==> src/sv/ctf_pkg.sv <==
// shared types and constants for the complementary tilt filter
// no dependencies
package ctf_pkg;

   localparam int ANG_W   = 25;
   localparam int RAW_W   = 16;
   localparam int CORD_W  = 28; // 16b operand scaled by 256, plus cordic growth
   localparam int ATAN_N  = 24;
   localparam logic signed [ANG_W-1:0] ANG_MAX = 25'sh0FFFFFF;
   localparam logic signed [ANG_W-1:0] ANG_MIN = -25'sh1000000;
   localparam logic signed [ANG_W-1:0] DEG180  = 25'sd11796480;

   localparam logic [2:0] REG_GOFS_X = 3'd0;
   localparam logic [2:0] REG_GOFS_Y = 3'd1;
   localparam logic [2:0] REG_PERIOD = 3'd2;
   localparam logic [2:0] REG_ALPHA  = 3'd3;
   localparam logic [2:0] REG_PTRIM  = 3'd4;
   localparam logic [2:0] REG_RTRIM  = 3'd5;

   typedef struct packed {
      logic signed [RAW_W-1:0] ax;
      logic signed [RAW_W-1:0] ay;
      logic signed [RAW_W-1:0] az;
      logic signed [RAW_W:0]   gx;
      logic signed [RAW_W:0]   gy;
   } sample_type;

   function automatic logic signed [ANG_W-1:0] atan_lookup(input logic [4:0] i);
      logic signed [ANG_W-1:0] r;
      case (i)
         5'd0:  r = 25'sd2949120;
         5'd1:  r = 25'sd1740967;
         5'd2:  r = 25'sd919879;
         5'd3:  r = 25'sd466945;
         5'd4:  r = 25'sd234379;
         5'd5:  r = 25'sd117304;
         5'd6:  r = 25'sd58666;
         5'd7:  r = 25'sd29335;
         5'd8:  r = 25'sd14668;
         5'd9:  r = 25'sd7334;
         5'd10: r = 25'sd3667;
         5'd11: r = 25'sd1833;
         5'd12: r = 25'sd917;
         5'd13: r = 25'sd458;
         5'd14: r = 25'sd229;
         5'd15: r = 25'sd115;
         5'd16: r = 25'sd57;
         5'd17: r = 25'sd29;
         5'd18: r = 25'sd14;
         5'd19: r = 25'sd7;
         5'd20: r = 25'sd4;
         5'd21: r = 25'sd2;
         5'd22: r = 25'sd1;
         default: r = '0;
      endcase
      return r;
   endfunction

   function automatic logic signed [ANG_W-1:0] sat_ang(input logic signed [47:0] v);
      if (v > 48'(ANG_MAX)) return ANG_MAX;
      if (v < 48'(ANG_MIN)) return ANG_MIN;
      return v[ANG_W-1:0];
   endfunction

endpackage

==> src/sv/ctf_front.sv <==
// front end: takes samples, applies gyro offsets, queues them for the back end
// depends on ctf_pkg
module ctf_front (
   input  logic                 clock,
   input  logic                 reset,
   input  logic                 req_tvalid,
   output logic                 req_tready,
   input  logic [79:0]          req_tdata,
   input  logic signed [15:0]   gofs_x,
   input  logic signed [15:0]   gofs_y,
   output logic                 q_valid,
   input  logic                 q_pop,
   output ctf_pkg::sample_type  q_data
);
   import ctf_pkg::*;

   // two-entry queue
   sample_type mem_ff [2];
   logic       wp_ff, wp_in, rp_ff, rp_in;
   logic [1:0] cnt_ff, cnt_in;
   sample_type s;
   logic       push;

   always_comb begin
      s.ax = req_tdata[15:0];
      s.ay = req_tdata[31:16];
      s.az = req_tdata[47:32];
      s.gx = 17'(signed'(req_tdata[63:48])) + 17'(gofs_x);
      s.gy = 17'(signed'(req_tdata[79:64])) + 17'(gofs_y);
   end

   assign req_tready = (cnt_ff != 2'd2);
   assign push   = req_tvalid && req_tready;
   assign q_valid = (cnt_ff != 2'd0);
   assign q_data = mem_ff[rp_ff];
   assign wp_in  = wp_ff ^ push;
   assign rp_in  = rp_ff ^ (q_pop && q_valid);
   assign cnt_in = cnt_ff + 2'(push) - 2'(q_pop && q_valid);

   always_ff @(posedge clock) begin
      if (reset) begin
         wp_ff <= 1'b0;
         rp_ff <= 1'b0;
         cnt_ff <= '0;
      end else begin
         wp_ff <= wp_in;
         rp_ff <= rp_in;
         cnt_ff <= cnt_in;
      end
      if (push) mem_ff[wp_ff] <= s;
   end

   assert property (@(posedge clock) disable iff (reset) cnt_ff <= 2'd2)
      else $error("queue count overflow");
   assert property (@(posedge clock) disable iff (reset)
      (cnt_ff == 2'd2 && !q_pop) |=> cnt_ff == 2'd2)
      else $error("queue lost an entry");
   assert property (@(posedge clock) disable iff (reset)
      (push && !(q_pop && q_valid)) |=> cnt_ff == $past(cnt_ff) + 2'd1)
      else $error("push not counted");
endmodule

==> config.mk <==
export PLATFORM = sky130hd
export DESIGN_NAME = ctf_front
export DESIGN_NICKNAME = d
export VERILOG_FILES = /design/src/sv/ctf_pkg.sv /design/src/sv/ctf_front.sv
export SDC_FILE = /design/constraint.sdc
export NUM_CORES = 1
export LEC_CHECK = 0
export BUFFER_PORTS_ARGS = -buffer_cell sky130_fd_sc_hd__buf_2
export CAP_MARGIN = 20
export CORE_ASPECT_RATIO = 1.1
export CORE_UTILIZATION = 44
export DETAILED_ROUTE_END_ITERATION = 10
export GPL_TIMING_DRIVEN = 0
export PLACE_DENSITY = 0.76
export SYNTH_ARGS = -nofsm -noshare
export SYNTH_HDL_FRONTEND = slang
export SYNTH_SLANG_ARGS = --single-unit
==> constraint.sdc <==
create_clock -name clock -period 7.58 [get_ports clock]
set_input_delay 1.137 -clock clock [delete_from_list [all_inputs] [get_ports clock]]
set_output_delay 1.137 -clock clock [all_outputs]
set_load 0.05 [all_outputs]
-- After elaboration in Yosys (flattened, before gate mapping)
Memories as Yosys holds them, arrays and structs flattened. A register that Yosys moved wholly into a read port is not among the register bits.
Cells that the tools add are included.
- register bits: 4
- memories: 1
- input bits: 116
- output and inout port bits: 84
- RAM bits: 164
- bitwise operators: 2
- reduce and logical (&&, ||, !) cells: 3
- multiplexer cells: 3
- $add $sub $neg: 4
- equal/unequal tests: 1
- memories (memory ; depth ; bits a word ; read ports ; clocked after memory_dff ; wr ports ; line ; source):
    mem_ff ; 2 ; 82 ; 1 ; 1 ; 1 ; ctf_front.sv:18 ; sample_type mem_ff [2];
- operators with widths (cell ; count):
    $add 16x16->17 ; 2
    $mux 1 ; 3
    $add 2x1->2 ; 1
    $logic_and 1x1->1 ; 2
    $ne 2x2->1 const B ; 1
    $reduce_bool 2->1 ; 1
    $sub 2x1->2 ; 1
    $xor 1x1->1 ; 2

-- Longest topological paths before layout
Gate-level depths: netlist (run 1).
- depth after elaboration: 4
- gate-level depth with buffers: 8

-- Worst setup path before layout (run 1)
OpenSTA, ideal clock, no wires.
- path kind: input to register
- start: input port req_tvalid
- end: memory mem_ff[1][0] in the netlist's numbering, enable pin
- cell stages on the path: 3
- slack: 3883 ps
- path buffers: 0
- arrival time: 3247 ps
- cells stage by stage: nand2_1 -> inv_1 -> ha_1
- longest elaborated chain between the ends: 3
- ends and longest elaborated chain (element ; line ; source):
    start: declaration ; ctf_front.sv:6 ; input logic req_tvalid,
    $logic_and 1x1->1 ; ctf_front.sv:33 ; assign push = req_tvalid && req_tready;
    $mux 1 ; ctf_front.sv:50 ; if (push) mem_ff[wp_ff] <= s;
    $mux 1 (not written as such) ; ctf_front.sv:50 ;
    end: declaration ; ctf_front.sv:18 ;
No other way between the ends.

==> results of run 1 <==
[per-stage QoR]
| stage | utilization | setup WS [ns] | cells |
|---|---|---|---|
| finish | 0.574 | 4.08 | 896 |
| detailed placement | 0.536 | 4.25 | 863 |
| global route | 0.574 | 3.86 | 896 |
| global placement | 0.531 | 2.87 | 861 |
| CTS | 0.574 | 3.97 | 895 |
| floorplan | - | 3.88 | 458 |
[critical path, cell delays in order (launching register included)]
cell and delay (ns):
dfxtp_1 0.33, clkbuf_1 0.48, clkbuf_1 0.51, mux2_2 0.41, buf_2 0.21
[flip-flops by register name, indices dropped and copies added (netlist names)]
signal  flops
mem_ff    164
cnt_ff      2
rp_ff       1
wp_ff       1
[cell type report]
| class | count | area, um^2 |
|---|---|---|
| Tap cell | 204 | 255 |
| Antenna cell | 1 | 2.50 |
| Timing Repair Buffer | 201 | 1050 |
| Fill cell | 1303 | 7030 |
| Multi-Input combinational cell | 268 | 2440 |
| Clock buffer | 18 | 429 |
| Inverter | 12 | 45.0 |
| Clock inverter | 14 | 195 |
| Sequential cell | 168 | 5000 |
| Buffer | 10 | 40.0 |
[cells by family after synthesis]
logic type      count (synthesis)
flops                         168
mux                            82
compound gates                 69
simple gates                   48
fa+ha+maj                      38
xor+xnor                       31
buf+inv                        22
[path summary, 6_finish.rpt]
check / from / endpoint / slack [ns]
hold / removal: cnt_ff[1] / cnt_ff[1] / 0.59
hold reg to reg: cnt_ff[1] / cnt_ff[1] / 0.59
setup / recovery: rp_ff / q_data[19] / 4.08
setup reg to reg: cnt_ff[0] / mem_ff[0][39] / 5.68
[Yosys cell counts, drive strengths merged, types with 2 or more instances]
cell type / count
a211o: 2
o21ai: 13
o21a: 3
a2111oi: 3
or2: 2
o21bai: 3
buf: 2
fa: 2
dfxtp: 4
inv: 12
ha: 36
mux2: 82
nor2b: 2
nand3: 6
xnor2: 19
a21boi: 2
a21o: 8
xor2: 12
o22ai: 2
edfxtp: 164
a41oi: 3
nand2: 19
clkbuf: 8
a21oi: 25
nor2: 6
a41o: 2
and2: 4
nand4: 3
[per-layer routing]
layer | track usage | share of wire
met1 | 0.190 | 0.41
met2 | 0.310 | 0.52
met3 | 0.0320 | 0.046
met4 | 0.0837 | 0.024
met5 | 0 | 0
[power breakdown]
part,internal (mW),total [mW],switching [mW]
sequential,1.21,1.24,0.0322
combinational,0.365,1.25,0.888
clock,0.554,0.907,0.353
==> reports/qor.yml, run 1 <==
ir_drop_mv: 0.152
synth_simple_gate_area_frac: 0.0327
slew_viol_final: 0
rsz0062_at_grt: "no"
synth_xor_area_frac: 0.0362
clockBufferDepth: 2
synth_fa_ha_area_frac: 0.0653
powerDensity_mw_per_mm2: 359
ctsHtreeMaxLevel: 4
total_power_mw: 3.40
grt_max_degree: 50
fin_crit_sh: 0.462
cts_buffers: 17
ys_seq_area_frac: 0.667
synth_fp_nets: 612
fin_nets: 832
antenna_found_initial: 1
grt_pass1_wl_um: 23000
core_region_area_mm2: 0.0165
worst_hold_slack_ns: 0.589
synth-seq-cells: 168
cts_sinks: 168
die_h_um: 139
firstDrtPassIters: 5
worstPathMaxFanout: 10
io_buffers: 199
dieArea_mm2: 0.0176
synth_cell_type_count: 43
num_vias: 4609
hold_buffers: 0
placed_cell_area_mm2: 0.00884
synth_top_family_by_area: "multiplexers"
synth_top_area_cell: "edfxtp_1"
clock.fmax_mhz: 286
post_cts_buffers: 0
dp_hpwl_um: 10600
worstMarginPinSlew_ns: 0.636
clock_latency_ns: 0.42
drcViolationCount: 0
ant_nets: 0
relSlewSlack: 0.576
clk_root_buffer_cell: "clkbuf_16"
setup_viol: 0
rows: 49
gp_congestion: 0.854
grt.total_usage: 0.170
max_cap_violations: 0
synthTopCellsByArea: "edfxtp_1, mux2_2, ha_1"
syn_area_per_cell_um2: 16.4
cts_resized: 0
layout-drive-gt1-share: 0.478
crit_path_end_kind: "output port"
die_width_um: 127
start_util: 0.455
synth_mux_area_frac: 0.123
layout_common_cells: "buf_2, edfxtp_1, mux2_2"
layout_commonest_cell: "buf_2"
drt-total-wl_um: 14900
ys_warn_count: 0
synth_compound_area_frac: 0.0647
synth_cells: 458
reg2reg_depth: 5
worstSetupPathType: "flip-flop to output port"
crit_path_start_kind: "flip-flop"
cp.arrival_ns: 2.36
cp_data_required_time_ns: 6.44
synth_top_area_share: 0.656
outcome: "complete, no violations"
hold_class: "flip-flop to flip-flop"
ios: 200
wl_per_cell_um: 16.6
clk_pin_slew_worst_paths_ns: 0.06
hold_viol: 0
syn2layout_area_growth_pct: 26.1
leakage_nw: 3.74
cts_tree: "done"
viasPerCell: 5.14
dr.first_iter.drc_count: 219
finClkSkew_ns: 0.00752
synth_edf_count: 164
whs_path_depth: 2
fin_crit_ns: 3.50
synth_flop_cell: "edfxtp_1"
async_reset_ff_frac: 0
fin_tns_setup_ns: 0
synth_area_mm2: 0.00751
grt_pass1_vias: 4687
grt_remaining_overflow: 0
stdcell_area_mm2: 0.00946
Note: power is estimated with default switching activity, not from simulation.
==> run 2, diff against run 1 <==
Settings changed: ABC_AREA set to 1, PLACE_DENSITY 0.76 to 0.75.
Clock period 7.58 ns to 3.25 ns, I/O delays scaled along.
==> reports/qor.yml, run 2 <==
die_width_um: 132
largest_reg_flops: 164
final_util: 0.557
worstPathMaxFanout: 10
synth_fa_ha_area_frac: 0.0597
crit_path_end_kind: "output port"
hold_class: "primary input to flip-flop"
grt_pass1_wl_um: 26900
synth_top_area_share: 0.600
grt.total_usage: 0.180
synthTopCellsByArea: "edfxtp_1, nand2_1, ha_1"
synth-seq-cells: 168
leakage_nw: 4.98
synth_cells: 847
crit_buf_inv: 4
r2r_start: "cnt_ff[0]"
ir_drop_mv: 0.463
cp.arrival_ns: 1.79
crit_end: "q_data[15]"
layout-drive-gt1-share: 0.274
clock_latency_ns: 0.42
cts_resized: 0
dp_hpwl_um: 12300
clk_pin_slew_worst_paths_ns: 0.07
io_buffers: 199
worstMarginPinSlew_ns: 0.467
synth_compound_area_frac: 0.0122
synth_edf_count: 164
max_cap_violations: 0
synth_cell_type_count: 24
clock.fmax_mhz: 438
violations: "DRC"
hold_buffers: 0
synth_fp_nets: 1001
yosysMostFrequentCell: "nand2_1"
grt_pass1_vias: 5656
cp_top_family: "buffers and inverters"
ctsHtreeMaxLevel: 4
post_cts_buffers: 0
synth_top_family_by_area: "simple AND/OR/NAND/NOR gates"
slowest_delay_ns: 0.34
fin_crit_ns: 2.28
grt_remaining_overflow: 0
wl_per_cell_um: 12.6
worst_r2r_endpoint: "mem_ff[1][8]"
fin_nets: 1221
hold_viol: 0
fin_crit_sh: 0.702
rows: 52
dr.first_iter.drc_count: 174
worstSetupPathType: "flip-flop to output port"
crit_path_start_kind: "flip-flop"
cts_tree: "done"
ff2ff_setup_slack_ns: 1.39
ant_nets: 0
layout_common_cells: "nand2_1, buf_2, edfxtp_1"
firstDrtPassIters: 10
synth_area_mm2: 0.00821
synth_top_area_cell: "edfxtp_1"
rsz0062_at_grt: "no"
top_register: "mem_ff"
relSlewSlack: 0.689
fin_tns_setup_ns: 0
finClkSkew_ns: 0.00983
syn2layout_area_growth_pct: 24.4
ios: 200
netlist_top_cells_count: "nand2_1, edfxtp_1, inv_1"
die_h_um: 145
synth_flop_cell: "edfxtp_1"
ys_warn_count: 0
start_util: 0.447
setup_viol: 0
drcViolationCount: 2
synth_simple_gate_area_frac: 0.247
path_cells: "inv_1, buf_2, buf_2, nand2_1, nand2_1, buf_2"
grt_max_degree: 62
synth_xor_area_frac: 0.0160
cts_buffers: 17
syn_area_per_cell_um2: 9.69
outcome: "finished with violations"
gp_congestion: 0.849
core_region_area_mm2: 0.0183
clockBufferDepth: 2
path_common_cell: "buf_2"
reg_top3: "mem_ff (164), cnt_ff (2)"
cp-startpoint: "rp_ff"
layout_commonest_cell: "nand2_1"
viasPerCell: 4.56
reg2reg_depth: 6
cp_data_required_time_ns: 2.76
cts_sinks: 168
slew_viol_final: 0
ys_seq_area_frac: 0.610
powerDensity_mw_per_mm2: 836
diodes: 0
antenna_found_initial: 0
drt-total-wl_um: 16600
path_depth: 6
critPathSlowestCell: "dfxtp_1"
dieArea_mm2: 0.0192
num-fill-cells: 1637
num_vias: 6027
async_reset_ff_frac: 0
synth_mux_area_frac: 0
clk_root_buffer_cell: "clkbuf_16"
run 2: changes by cell type after synthesis, sizes merged, moves of 4 or more:
cell / change
a21o: -8
a21oi: -8
and2: -4
buf: +14
clkbuf: -6
inv: +86
mux2: -82
nand2: +422
nand3: +16
nor2: +11
nor3: +7
o21ai: -13
xnor2: -16
run 2: metal layers:
layer  vias to the layer above  GRT usage  wire length, um
li1                       3142          -                -
met1                      2730      0.210             7160
met2                       134      0.321             8600
met3                        21     0.0346              563
met4                         0     0.0793              311
met5                         -          0                0
run 2: worst min path at each step:
stage             startpoint             to  slack [ns]  cells after the start
6_report        req_tdata[6]  mem_ff[0][72]        0.25                      1
5_1_grt        req_tdata[12]  mem_ff[0][78]        0.22                      1
4_1_cts        req_tdata[12]  mem_ff[0][78]        0.23                      1
3_5_place_dp       cnt_ff[1]      cnt_ff[1]        0.57                      3
3_3_place_gp           wp_ff          wp_ff        0.54                      3
2_1_floorplan          wp_ff          wp_ff        0.53                      3
run 2: stage by stage:
stage          instance area [um^2]  power [mW]  hold WS, ns  instances  worst slack (ns)
2_1_floorplan                  8210        5.61        0.532        847            -0.102
3_3_place_gp                   9510        6.47        0.538       1289            -0.931
3_5_place_dp                   9590        6.52        0.574       1291              1.11
4_1_cts                       10200        8.63        0.229       1323             0.895
5_1_grt                       10200        8.95        0.225       1323             0.813
6_report                      10200        8.55        0.254       1323             0.968
run 2: logic make-up (layout without fill, tap and decap cells):
group                      after synthesis  after routing
and+or+nand+nor                        493            493
DFF                                    168            168
buffers and inverters                  116            349
AOI/OAI and AO/OA                       17             17
adders and majority gates               38             38
xor gates and xnor gates                15             15
run 2: power by group:
group | switching, mW | leakage (nW) | total (mW) | internal, mW
Combinational | 2.70 | 3.11 | 3.47 | 0.764
Clock | 0.813 | 0.302 | 2.11 | 1.30
Sequential | 0.0895 | 1.57 | 2.97 | 2.88
run 2: layout make-up:
| class | instances | area, um^2 | share of cell area |
|---|---|---|---|
| Multi-Input combinational cell | 563 | 2770 | 0.272 |
| Buffer | 18 | 87.6 | 0.00857 |
| Timing Repair Buffer | 201 | 1050 | 0.103 |
| Inverter | 98 | 368 | 0.0360 |
| Clock buffer | 18 | 429 | 0.0420 |
| Tap cell | 243 | 304 | 0.0298 |
| Sequential cell | 168 | 5000 | 0.490 |
| Clock inverter | 14 | 198 | 0.0194 |
==> run 3, diff against run 2 <==
Settings changed: ABC_AREA 1 to 0, PLACE_DENSITY 0.75 to 0.78.
Clock period 3.25 ns to 1.8 ns, I/O delays scaled along.
==> reports/qor.yml, run 3 (same netlist as run 1, synthesis figures left out) <==
dp_hpwl_um: 10500
grt_pass1_wl_um: 28600
crit_path_start_kind: "flip-flop"
wl_per_cell_um: 21.0
final_util: 0.681
placedCellCount: 861
hold_class: "primary input to flip-flop"
top_register: "mem_ff"
ant_nets: 0
relSlewSlack: 0.680
drcViolationCount: 0
reg_top3: "mem_ff (164), cnt_ff (2)"
stdcell_area_mm2: 0.0112
worstPathMaxFanout: 6
powerDensity_mw_per_mm2: 1540
crit_buf_inv: 3
ctsHtreeMaxLevel: 4
clk_root_buffer_cell: "clkbuf_16"
clock.fmax_mhz: 519
placed_cell_area_mm2: 0.00889
hold_start: "req_tdata[11]"
hold_buffers: 0
dr.first_iter.drc_count: 233
ir_drop_mv: 0.662
stdcell_count: 913
path_depth: 4
violations: "setup timing"
ff2ff_setup_slack_ns: 0.07
max_cap_violations: 0
leakage_nw: 4.54
setup_viol: 82
cp_data_required_time_ns: 1.53
viasPerCell: 5.39
num_vias: 4921
cp_top_family: "buffers and inverters"
fin_crit_sh: 1.07
layout_common_cells: "edfxtp_1, buf_2, buf_8"
syn2layout_area_growth_pct: 49.6
fin_crit_ns: 1.93
total_power_mw: 17.3
cts_tree: "done"
worst_hold_slack_ns: 0.0365
place_ws_ns: -0.522
start_util: 0.455
critPathSlowestCell: "dfxtp_4"
holdPathEnd: "mem_ff[0][77]"
crit_path_end_kind: "output port"
hold_viol: 0
whs_path_depth: 1
grt.total_usage: 0.218
ios: 200
clock_latency_ns: 0.42
gp_congestion: 0.891
r2r_start: "cnt_ff[1]"
finClkSkew_ns: 0.00523
largest_reg_flops: 164
reg2reg_depth: 8
drt-total-wl_um: 19100
firstDrtPassIters: 4
core_region_area_mm2: 0.0165
rows: 49
path_cells: "clkbuf_16, buf_6, mux2_4, buf_8"
cts_buffers: 17
outcome: "finished with violations"
dieArea_mm2: 0.0176
layout-drive-gt1-share: 0.532
io_buffers: 199
die_width_um: 127
rsz0062_at_grt: "yes"
antenna_found_initial: 1
grt_pass1_vias: 5333
cts_sinks: 168
worstMarginPinSlew_ns: 0.469
grt_max_degree: 42
worstSetupPathType: "flip-flop to output port"
clk_pin_slew_worst_paths_ns: 0.06
cp.arrival_ns: 1.66
fin_tns_setup_ns: -7.26
worst_slack_ns: -0.126
clockBufferDepth: 2
fin_nets: 850
grt_remaining_overflow: 0
slew_viol_final: 0
die_h_um: 139
layout_commonest_cell: "edfxtp_1"
slowest_delay_ns: 0.42
worst_r2r_endpoint: "cnt_ff[1]"
-- run 3: worst max path at each step --
stage                        startpoint            end
after global routing              rp_ff     q_data[27]
final                             rp_ff     q_data[27]
after floorplan           req_tdata[64]  mem_ff[0][12]
after global placement            rp_ff     q_data[20]
after detailed placement  req_tdata[64]  mem_ff[0][12]
after CTS                         rp_ff     q_data[12]
-- run 3: power breakdown --
group,switching (mW),leakage (nW),internal (mW)
Sequential,0.207,1.57,5.10
Combinational,4.46,2.67,3.76
Clock,1.46,0.295,2.32
Total,6.13,4.54,11.2
-- run 3: what timing repair did --
| item | CTS | global route |
|---|---|---|
| gates resized for setup | 345 | 52 |
| gates cloned | 9 | 1 |
| setup buffers | 13 | 7 |
| endpoints found under the setup margin | 251 | 167 |
| pin swaps | 1 | 7 |
-- run 3: layout make-up --
| class | count | area (um^2) |
|---|---|---|
| sequential | 168 | 5010 |
| clock buffer | 19 | 433 |
| inverter | 12 | 45.0 |
| fill | 1068 | 5270 |
| tap | 204 | 255 |
| buffer | 7 | 170 |
| clock inverter | 12 | 176 |
| timing repair buffer | 222 | 2200 |
| antenna | 1 | 2.50 |
| multi-input combinational | 268 | 2930 |
-- run 3: routing by layer --
| metal | global-route usage | routed length (um) | vias to the layer above |
|---|---|---|---|
| met1 | 0.239 | 7310 | 2462 |
| met4 | 0.0958 | 517 | 0 |
| met5 | 0 | 0 | - |
| li1 | - | - | 2251 |
| met3 | 0.0359 | 737 | 36 |
| met2 | 0.410 | 10600 | 172 |
